## config.mk

```make
export PLATFORM = sky130hd
export DESIGN_NAME = rectified_block_moving_average_top
export DESIGN_NICKNAME = d
export VERILOG_FILES = /design/src/design/rbma_pkg.sv /design/src/design/rectified_block_moving_average_top.sv /design/src/design/rbma_front.sv /design/src/design/rbma_queue.sv /design/src/design/rbma_back.sv
export SDC_FILE = /design/constraint.sdc
export NUM_CORES = 2
export LEC_CHECK = 0
export ABC_AREA = 1
export ABC_CLOCK_PERIOD_IN_PS = 7000
export BUFFER_PORTS_ARGS = -buffer_cell sky130_fd_sc_hd__buf_2
export CORE_MARGIN = 3
export CORE_UTILIZATION = 59
export DETAILED_ROUTE_END_ITERATION = 10
export PLACE_DENSITY = 0.8
export SLEW_MARGIN = 20
export SYNTH_ARGS = -nofsm -noshare
export SYNTH_HDL_FRONTEND = slang
export SYNTH_SLANG_ARGS = --single-unit
```

## constraint.sdc

```tcl
create_clock -name clk -period 7 [get_ports clk]
set_input_delay 1.4 -clock clk [delete_from_list [all_inputs] [get_ports clk]]
set_output_delay 1.4 -clock clk [all_outputs]
set_load 0.05 [all_outputs]
```

## src/design/rbma_pkg.sv

```systemverilog
// ----------------------------------------------------------------------------
// rbma_pkg
// Shared constants, widths and handoff types for the rectified block moving
// average.
// ----------------------------------------------------------------------------
package rbma_pkg;

	localparam int BLOCK_LEN  = 1000;
	localparam int WINDOW_LEN = 20;

	localparam int VAL_W = 14;
	localparam int ACC_W = 24;
	localparam int SUM_W = 19;

	localparam logic [VAL_W-1:0] OFFSET_RESET = VAL_W'(7415);

	localparam int CNT_W = (BLOCK_LEN > 1) ? $clog2(BLOCK_LEN) : 1;
	localparam int PTR_W = (WINDOW_LEN > 1) ? $clog2(WINDOW_LEN) : 1;

	// Division by the block length: ceiling reciprocal, exact for any ACC_W-bit
	// dividend because the shift covers the dividend width plus log2 of the divisor.
	localparam int MEAN_SHIFT   = ACC_W + $clog2(BLOCK_LEN);
	localparam int MEAN_RECIP_W = ACC_W + 1;
	localparam int MEAN_PROD_W  = ACC_W + MEAN_RECIP_W;
	localparam logic [MEAN_RECIP_W-1:0] MEAN_RECIP = MEAN_RECIP_W'(
		((64'd1 << MEAN_SHIFT) + 64'(BLOCK_LEN) - 64'd1) / 64'(BLOCK_LEN));

	// Division by the window length, same scheme over the window sum.
	localparam int WIN_SHIFT   = SUM_W + $clog2(WINDOW_LEN);
	localparam int WIN_RECIP_W = SUM_W + 1;
	localparam int WIN_PROD_W  = SUM_W + WIN_RECIP_W;
	localparam logic [WIN_RECIP_W-1:0] WIN_RECIP = WIN_RECIP_W'(
		((64'd1 << WIN_SHIFT) + 64'(WINDOW_LEN) - 64'd1) / 64'(WINDOW_LEN));

	localparam int SUM_MAX = WINDOW_LEN * ((1 << VAL_W) - 1);

	localparam int QUEUE_DEPTH = 4;
	localparam int QPTR_W      = $clog2(QUEUE_DEPTH);
	localparam int QCNT_W      = $clog2(QUEUE_DEPTH + 1);

	localparam int IN_TDATA_W  = 16;
	localparam int OUT_TDATA_W = 32;

	// Completed block total handed from the front end to the queue.
	typedef struct packed {
		logic             push;
		logic [ACC_W-1:0] acc;
	} rbma_push_t;

	// Head of the queue as seen by the back end.
	typedef struct packed {
		logic             valid;
		logic [ACC_W-1:0] acc;
	} rbma_head_t;

endpackage

```

## src/design/rectified_block_moving_average_top.sv

```systemverilog
// A block total passes the queue, then registers s1, s2, s3 and the output register.
// One sample per cycle; the back end takes one block total per cycle unless output stalls.
// The input stalls only when the four-entry queue of block totals is full.
// Reset clears the accumulator, sample count, ring of means and window sum at once,
// and loads the zero offset with its default; there is no clearing pass.
// ----------------------------------------------------------------------------
// rectified_block_moving_average_top
// Rectified block mean of ADC current samples with a moving-average estimate.
// ----------------------------------------------------------------------------
module rectified_block_moving_average_top
	import rbma_pkg::*;
(
	input  logic                   clk,
	input  logic                   arst_n,
	input  logic                   cfg_valid,
	output logic                   cfg_ready,
	input  logic [VAL_W-1:0]       cfg_data,      // zero_offset
	input  logic                   s_axis_tvalid,
	output logic                   s_axis_tready,
	input  logic [IN_TDATA_W-1:0]  s_axis_tdata,  // [13:0] sample
	output logic                   m_axis_tvalid,
	input  logic                   m_axis_tready,
	output logic [OUT_TDATA_W-1:0] m_axis_tdata   // [13:0] block_mean, [27:14] window_estimate
);

	rbma_push_t q_push;
	rbma_head_t head;
	logic       q_full;
	logic       pop;

	rbma_front u_front (
		.clk           (clk),
		.arst_n        (arst_n),
		.cfg_valid     (cfg_valid),
		.cfg_ready     (cfg_ready),
		.cfg_data      (cfg_data),
		.s_axis_tvalid (s_axis_tvalid),
		.s_axis_tready (s_axis_tready),
		.s_axis_tdata  (s_axis_tdata),
		.q_full        (q_full),
		.q_push        (q_push)
	);

	rbma_queue u_queue (
		.clk    (clk),
		.arst_n (arst_n),
		.q_push (q_push),
		.q_full (q_full),
		.pop    (pop),
		.head   (head)
	);

	rbma_back u_back (
		.clk           (clk),
		.arst_n        (arst_n),
		.head          (head),
		.pop           (pop),
		.m_axis_tvalid (m_axis_tvalid),
		.m_axis_tready (m_axis_tready),
		.m_axis_tdata  (m_axis_tdata)
	);

endmodule

```

## src/design/rbma_front.sv

```systemverilog
// ----------------------------------------------------------------------------
// rbma_front
// Takes samples, removes the zero offset, rectifies and accumulates them, and
// pushes the block total into the queue when a block completes.
// ----------------------------------------------------------------------------
module rbma_front
	import rbma_pkg::*;
(
	input  logic                   clk,
	input  logic                   arst_n,
	input  logic                   cfg_valid,
	output logic                   cfg_ready,
	input  logic [VAL_W-1:0]       cfg_data,
	input  logic                   s_axis_tvalid,
	output logic                   s_axis_tready,
	input  logic [IN_TDATA_W-1:0]  s_axis_tdata,
	input  logic                   q_full,
	output rbma_push_t             q_push
);

	logic [VAL_W-1:0] offset_q;
	logic [ACC_W-1:0] acc_q;
	logic [CNT_W-1:0] cnt_q;
	logic [VAL_W-1:0] sample;
	logic [VAL_W-1:0] mag;
	logic [ACC_W-1:0] acc_sum;
	logic             last;
	logic             accept;

	assign cfg_ready     = 1'b1;
	assign s_axis_tready = ~q_full;
	assign accept        = s_axis_tvalid & s_axis_tready;
	assign sample        = s_axis_tdata[VAL_W-1:0];

	always_comb begin
		if (sample >= offset_q) begin
			mag = sample - offset_q;
		end else begin
			mag = offset_q - sample;
		end
		acc_sum = acc_q + ACC_W'(mag);
		last    = (cnt_q == CNT_W'(BLOCK_LEN - 1));
	end

	assign q_push.push = accept & last;
	assign q_push.acc  = acc_sum;

	always_ff @(posedge clk or negedge arst_n) begin
		if (!arst_n) begin
			offset_q <= OFFSET_RESET;
		end else if (cfg_valid && cfg_ready) begin
			offset_q <= cfg_data;
		end
	end

	always_ff @(posedge clk or negedge arst_n) begin
		if (!arst_n) begin
			acc_q <= '0;
			cnt_q <= '0;
		end else if (accept) begin
			if (last) begin
				acc_q <= '0;
				cnt_q <= '0;
			end else begin
				acc_q <= acc_sum;
				cnt_q <= cnt_q + CNT_W'(1);
			end
		end
	end

	a_cnt_range: assert property (@(posedge clk) disable iff (!arst_n)
		32'(cnt_q) < BLOCK_LEN)
		else $error("sample count left the block range");

endmodule

```

## src/design/rbma_queue.sv

```systemverilog
// ----------------------------------------------------------------------------
// rbma_queue
// Short queue of block totals between the front end and the back end.
// ----------------------------------------------------------------------------
module rbma_queue
	import rbma_pkg::*;
(
	input  logic       clk,
	input  logic       arst_n,
	input  rbma_push_t q_push,
	output logic       q_full,
	input  logic       pop,
	output rbma_head_t head
);

	logic [ACC_W-1:0]  mem_q [QUEUE_DEPTH];
	logic [QPTR_W-1:0] wr_ptr_q;
	logic [QPTR_W-1:0] rd_ptr_q;
	logic [QCNT_W-1:0] cnt_q;
	logic              do_pop;

	assign q_full     = (cnt_q == QCNT_W'(QUEUE_DEPTH));
	assign head.valid = (cnt_q != '0);
	assign head.acc   = mem_q[rd_ptr_q];
	assign do_pop     = pop & head.valid;

	always_ff @(posedge clk) begin
		if (q_push.push) begin
			mem_q[wr_ptr_q] <= q_push.acc;
		end
	end

	always_ff @(posedge clk or negedge arst_n) begin
		if (!arst_n) begin
			wr_ptr_q <= '0;
			rd_ptr_q <= '0;
			cnt_q    <= '0;
		end else begin
			if (q_push.push) begin
				wr_ptr_q <= wr_ptr_q + QPTR_W'(1);
			end
			if (do_pop) begin
				rd_ptr_q <= rd_ptr_q + QPTR_W'(1);
			end
			if (q_push.push && !do_pop) begin
				cnt_q <= cnt_q + QCNT_W'(1);
			end else if (!q_push.push && do_pop) begin
				cnt_q <= cnt_q - QCNT_W'(1);
			end
		end
	end

	a_no_overflow: assert property (@(posedge clk) disable iff (!arst_n)
		q_push.push |-> !q_full)
		else $error("block total pushed into a full queue");

	a_cnt_bound: assert property (@(posedge clk) disable iff (!arst_n)
		32'(cnt_q) <= QUEUE_DEPTH)
		else $error("queue fill count beyond depth");

endmodule

```

## src/design/rbma_back.sv

```systemverilog
// ----------------------------------------------------------------------------
// rbma_back
// Turns block totals into block means, updates the ring of recent means and
// its running sum, and forms the window estimate for the output word.
// ----------------------------------------------------------------------------
module rbma_back
	import rbma_pkg::*;
(
	input  logic                   clk,
	input  logic                   arst_n,
	input  rbma_head_t             head,
	output logic                   pop,
	output logic                   m_axis_tvalid,
	input  logic                   m_axis_tready,
	output logic [OUT_TDATA_W-1:0] m_axis_tdata
);

	logic                   en;
	logic                   v_s1;
	logic [MEAN_PROD_W-1:0] prod_s1;
	logic                   v_s2;
	logic [VAL_W-1:0]       mean_s2;
	logic [SUM_W-1:0]       sum_s2;
	logic                   v_s3;
	logic [VAL_W-1:0]       mean_s3;
	logic [WIN_PROD_W-1:0]  prod_s3;
	logic                   out_valid_q;
	logic [VAL_W-1:0]       out_mean_q;
	logic [VAL_W-1:0]       out_est_q;

	logic [VAL_W-1:0]       ring_q [WINDOW_LEN];
	logic [PTR_W-1:0]       ptr_q;
	logic [SUM_W-1:0]       sum_q;

	logic [VAL_W-1:0]       mean;
	logic [VAL_W-1:0]       old_mean;
	logic [SUM_W-1:0]       sum_next;
	logic [PTR_W-1:0]       ptr_next;

	// The whole back end moves together whenever the output register can take a word.
	assign en  = ~out_valid_q | m_axis_tready;
	assign pop = en & head.valid;

	always_comb begin
		mean     = prod_s1[MEAN_SHIFT +: VAL_W];
		old_mean = ring_q[ptr_q];
		sum_next = sum_q + SUM_W'(mean) - SUM_W'(old_mean);
		if (ptr_q == PTR_W'(WINDOW_LEN - 1)) begin
			ptr_next = '0;
		end else begin
			ptr_next = ptr_q + PTR_W'(1);
		end
	end

	always_ff @(posedge clk) begin
		if (en) begin
			prod_s1  <= MEAN_PROD_W'(head.acc) * MEAN_PROD_W'(MEAN_RECIP);
			mean_s2  <= mean;
			sum_s2   <= sum_next;
			mean_s3  <= mean_s2;
			prod_s3  <= WIN_PROD_W'(sum_s2) * WIN_PROD_W'(WIN_RECIP);
			out_mean_q <= mean_s3;
			out_est_q  <= prod_s3[WIN_SHIFT +: VAL_W];
		end
	end

	always_ff @(posedge clk or negedge arst_n) begin
		if (!arst_n) begin
			v_s1        <= 1'b0;
			v_s2        <= 1'b0;
			v_s3        <= 1'b0;
			out_valid_q <= 1'b0;
		end else if (en) begin
			v_s1        <= head.valid;
			v_s2        <= v_s1;
			v_s3        <= v_s2;
			out_valid_q <= v_s3;
		end
	end

	// The ring starts out all zero so that the estimate ramps up over the first window.
	always_ff @(posedge clk or negedge arst_n) begin
		if (!arst_n) begin
			for (int i = 0; i < WINDOW_LEN; i++) begin
				ring_q[i] <= '0;
			end
			ptr_q <= '0;
			sum_q <= '0;
		end else if (en && v_s1) begin
			ring_q[ptr_q] <= mean;
			ptr_q         <= ptr_next;
			sum_q         <= sum_next;
		end
	end

	assign m_axis_tvalid = out_valid_q;
	assign m_axis_tdata  = {(OUT_TDATA_W - 2 * VAL_W)'(0), out_est_q, out_mean_q};

	a_ptr_range: assert property (@(posedge clk) disable iff (!arst_n)
		32'(ptr_q) < WINDOW_LEN)
		else $error("ring pointer left the window");

	a_sum_bound: assert property (@(posedge clk) disable iff (!arst_n)
		32'(sum_q) <= SUM_MAX)
		else $error("window sum exceeds the largest possible ring total");

endmodule
```

Word-level counts from Yosys, hierarchy flattened
Memories as Yosys holds them, arrays and structs flattened.
Index checks and enable logic that the tools add are counted.
W data, S select, Z words.
{"block": "op_classes", "addsub": 11, "mul": 2, "order_cmp": 3, "n_eq_ne": 3, "muxes": 14, "bitwise_logic": 8, "n_reduce_logical": 8}
{"cell": "$bwmux W280", "count": 1}
{"cell": "$bmux W14 S5", "count": 1}
{"cell": "$demux W14 S5", "count": 1}
{"cell": "$mux W14", "count": 4}
{"cell": "$mul A24 B24 Y47 const B", "count": 1}
{"cell": "$mul A19 B20 Y38 const B", "count": 1}
{"cell": "$sub A14 B14 Y14", "count": 2}
{"cell": "$add A24 B14 Y24", "count": 1}
{"cell": "$mux W24", "count": 1}
{"cell": "$add A19 B14 Y19", "count": 1}
{"cell": "$sub A19 B14 Y19", "count": 1}
{"cell": "$ge A14 B14 Y1", "count": 1}
{"cell": "$add A10 B1 Y10 const B", "count": 1}
{"cell": "$eq A10 B10 Y1 const B", "count": 1}
{"cell": "$mux W10", "count": 1}
{"cell": "$ge A6 B6 Y1 const B", "count": 1}
{"cell": "$lt A6 B1 Y1 const B", "count": 1}
{"cell": "$mux W3", "count": 2}
{"cell": "$not A5 Y6", "count": 1}
{"cell": "$add A5 B1 Y5 const B", "count": 1}
{"cell": "$eq A5 B5 Y1 const B", "count": 1}
{"cell": "$mux W5", "count": 1}
{"cell": "$add A2 B1 Y2 const B", "count": 2}
{"cell": "$and A1 B1 Y1", "count": 4}
{"cell": "other kinds (10)", "count": 16}
{"block": "totals", "reg_bits": 523, "ramBits": 96, "wordCells": 89, "mem_count": 1}
{"memory": "u_queue.mem_q", "depth": 4, "word_bits": 24, "read_ports": 1, "rd_clocked_by_memory_dff": 0, "write_ports": 1, "line": "rbma_queue.sv:16", "rtl": "logic [ACC_W-1:0] mem_q [QUEUE_DEPTH];"}

Depth between registers and ports, before layout
{"block": "logic_depth", "ltp_word": 8, "depth_mapped": 29}

Modules after synthesis
A second synthesis with hierarchy kept.
{"block": "unflattened", "cells_unflattened": 5173, "hier_area_um2": 44186.1}
{"module": "rbma_back", "n_inst": 1, "cells_each": 3993, "area_each_um2": 34748.3, "seq_area_each_um2": 10800.4}
{"module": "rbma_front", "n_inst": 1, "cells_each": 845, "area_each_um2": 5104.9, "seq_area_each_um2": 1213.7}
{"module": "rbma_queue", "n_inst": 1, "cells_each": 335, "area_each_um2": 4332.9, "seq_area_each_um2": 3057.9}

Worst setup path before layout
No wires, ideal clock.
{"block": "synth_timing", "path_kind": "register to register", "startpoint": "register u_queue.rd_ptr_q[0]", "endpoint": "register u_back.prod_s1[38] (data pin)", "setup_time_ps": 253, "t_arrival_ps": 6295, "path_slack_ps": 452, "stages_incl_launch_ff": 27, "path_buffers": 2, "path_cell_list": "dfrtp_1 > inv_1 > clkbuf_1 > clkbuf_1 > nor2_1 > o22ai_1 > fa_1 > inv_1 > fa_1 > inv_1 > ha_1 > fa_1 > fa_1 > fa_1 > inv_1 > fa_1 > inv_1 > ha_1 > nand2_1 > nor2_1 > inv_1 > nor2_1 > inv_1 > o21ai_0 > nand2_1 > nand4_1 > nand2_1"}
{"block": "synth_between", "elab_chain_cells": 2}
{"element": "from (decl)", "line": "rbma_queue.sv:18", "rtl": "logic [QPTR_W-1:0] rd_ptr_q;"}
{"element": "from (signal assigned)", "line": "rbma_queue.sv:43", "rtl": "rd_ptr_q <= rd_ptr_q + QPTR_W'(1);"}
{"element": "$mem_v2 Z4 W24"}
{"element": "$mul A24 B24 Y47", "line": "rbma_back.sv:57", "rtl": "prod_s1 <= MEAN_PROD_W'(head.acc) * MEAN_PROD_W'(MEAN_RECIP);"}
{"element": "to (signal assigned)", "line": "rbma_back.sv:57"}
{"element": "to (decl)", "line": "rbma_back.sv:20", "rtl": "logic [MEAN_PROD_W-1:0] prod_s1;"}
Every way passes these cells.
A chain may end at the register's enable or synchronous reset.

Worst setup path in the final report
{"block": "layout_timing", "startpoint": "register u_queue.rd_ptr_q[1]", "endpoint": "register u_back.prod_s1[45] (data pin)"}
The elaborated chain is that of the path after synthesis.

==> summary.txt <==
RD Place Congestion = 0.958
Cell taking the most area after synthesis = dfrtp_1
CP Capture Type = register
Yosys reg bits = 562
Clock root buffer = clkbuf_16
Worst Tran Pin Value = 1030 ps
Cell Rows = 97
Die area = 75600 sq um
Setup crit start = u_queue.rd_ptr_q[1]
Ranking of synthesized cells by area = dfrtp_1, edfxtp_1, fa_1, ha_1, inv_1
Post-Route WL = 103000 microns
Fraction of layout cells with a size suffix above 1 = 0.0614
XOR/XNOR Fraction of Synth Area = 0.0121
Hold-fix buffers, CTS = 0
Met1 Wirelength = 43800 microns
CP Class = register to register
Post-synthesis cell count = 4836
Final setup vio count = 0
Met2 WL = 49100 microns
Register area = 15100 sq um
CTS Sinks = 562
Worst r2r src = u_queue.rd_ptr_q[1]
Number of synthesized flops with an enable pin = 199
Pin count of the biggest net entering global routing = 147
Hold Slack = 412 ps
Avg Cell Area, Syn = 8.83 sq um
Remaining global-route overflow = 0
Synth Area in Compound Gates = 0.127
WL/cell = 17.5 microns
Final net count = 5652
Bufs on Longest Clock Path = 3
Synth Flop Type = dfrtp_1
Asr flop ratio synth = 0.646
Placed cell count = 5744
Hold Path Origin = u_back.v_s3
Final core occ = 0.648
Clock latency on the worst-skew pair = 680 ps
Vias in the first global route = 32.6k
Portion of netlist area occupied by mux cells = 0.000264
Crit share post-route = 0.946
Die X = 275 microns
Core area = 70900 sq um
Max Cap Violations = 0
Max-slew headroom = 0.313
Via count = 32.6k
Initial core utilization = 0.602
Most common cell after layout, fill and taps aside = inv_1
First-pass GRT wire length = 167000 microns
TritonCTS clock tree = done
Yosys top cell area share = 0.207
Detail-routed via count per cell = 5.56
Finished Layout Cells = 5858
Ys Warns = 0
Routed length on met3 = 7240 microns
Netlist cell types = 57
CTS Buf Count = 60
Layout area overhead = 7.59%
Status = finished, final reports clean
IO Count = 70
Peak Freq = 151 MHz
Multi-input logic area = 23300 sq um
Main combinational cell family by area after synthesis = adder cells
Crit path launch type = register
Crit path max fanout = 22
Final hold vios = 0
Clk slew on worst S/H paths = 70 ps
Setup slack after layout = 381 ps
Place WS = 290 ps
Drt first-iter violations = 2772
CP arrival = 6990 ps
Top Metal Used = met4
Clock skew = 76.3 ps
Initial antenna violation count = 1
Most frequent cells in the layout = inv_1, nand2_1, ha_1, a21oi_1, o21ai_0
Hold Path Class = register to register
Post-Synth Simple-Gate Area = 0.134
Remaining DRCs = 0
Sequential fraction of the synthesis area = 0.353
CTS H-tree lvls = 2
Total track usage = 0.277
Die span in y = 275 microns
Antenna viol nets, final = 0
Worst EP required = 7370 ps
Syn Std Cell Area = 42700 sq um
Port Buffer Count = 62
Fillers = 5729
Minimum clock period = 6620 ps
Post-Synth Adder-Cell Area = 0.272
Max-slew violations = 0
Post-DP HPWL = 73900 microns
Number of iterations in the first detailed-routing pass = 6
==> kinds of logic after synthesis <==
logic type	Yosys count
simple gates	1337
buf+inv	1099
compound gates	1025
fa+ha+maj	751
flops	562
xor+xnor	59
other cells	2
mux	1
==> cell type report <==
class                           instances  share of cell area
Timing Repair Buffer                  119              0.0168
Clock inverter                         24             0.00597
Antenna cell                            1           0.0000545
Sequential cell                       562               0.328
Tap cell                              940              0.0256
Clock buffer                           89              0.0383
Multi-Input combinational cell       3178               0.507
Inverter                              945              0.0775
==> stage by stage <==
stage          setup TNS (ps)  cell area, sq um
4_1_cts                     0             45900
5_1_grt                 -7.40             45900
3_5_place_dp                0             43900
2_1_floorplan               0             42700
3_3_place_gp                0             43900
6_report                    0             45900
==> Yosys cell counts, drive strengths merged (16+ instances only) <==
cell    number
buf         80
o22ai       22
a21oi      459
nor2       362
o21ai      457
xnor2       19
dfrtp      353
nor3        37
nand4       31
nand2      765
inv        944
o21bai      16
clkbuf      74
fa         292
ha         459
edfxtp     199
nand3      113
xor2        40
==> routing by layer <==
metal	vias up	track usage
met5	-	0
li1	15609	-
met1	15623	0.380
met2	1134	0.465
met3	190	0.0394
met4	0	0.0732
==> state kept, by name (all words and copies together), names as in the netlist <==
| signal | count |
|---|---|
| u_back.ptr_q | 5 |
| u_front.offset_q | 14 |
| u_queue.cnt_q | 3 |
| u_front.cnt_q | 10 |
| u_back.out_est_q | 14 |
| u_back.v_s1 | 1 |
| u_back.sum_s2 | 19 |
| u_front.acc_q | 24 |
| u_queue.wr_ptr_q | 2 |
| u_back.m_axis_tvalid | 1 |
| u_back.out_mean_q | 14 |
| u_queue.rd_ptr_q | 2 |
| u_back.mean_s3 | 14 |
| u_back.prod_s1 | 14 |
| u_back.mean_s2 | 14 |
| u_back.ring_q | 280 |
| u_queue.mem_q | 96 |
| u_back.sum_q | 19 |
| u_back.prod_s3 | 14 |
| u_back.v_s3 | 1 |
| u_back.v_s2 | 1 |
==> worst max-delay path, stage by stage, from the launching register on <==
cell	delay (ps)
dfrtp_1	390
clkinvlp_4	380
buf_4	320
o21ai_0	80
o22ai_1	90
buf_4	220
fa_1	570
inv_1	70
fa_1	480
inv_1	50
ha_1	300
fa_1	420
fa_1	520
fa_1	490
inv_1	50
fa_1	520
inv_1	40
ha_1	330
a21oi_1	190
o21ai_0	180
a21oi_1	240
o21ai_0	110
nand2_1	120
nand3_1	90
nand2_1	60
nand2_1	50
==> final timing paths <==
path,end,slack [ps],cells past startpoint
max,u_back.prod_s1[45],380,25
min,u_back.m_axis_tvalid,410,1
max reg2reg,u_back.prod_s1[45],380,25
min reg2reg,u_back.m_axis_tvalid,410,1
max in group asynchronous,u_back.ring_q[190],4840,2
min in group asynchronous,u_back.m_axis_tvalid,800,1
==> repair_timing <==
item	in CTS	in global routing
buffers inserted	0	0
endpoints found under the setup margin	0	4
gates resized for setup	0	2
Power is left out: the tool's default activity adds up to more than one toggle a clock period on the data nets, which glitch-free logic cannot reach.
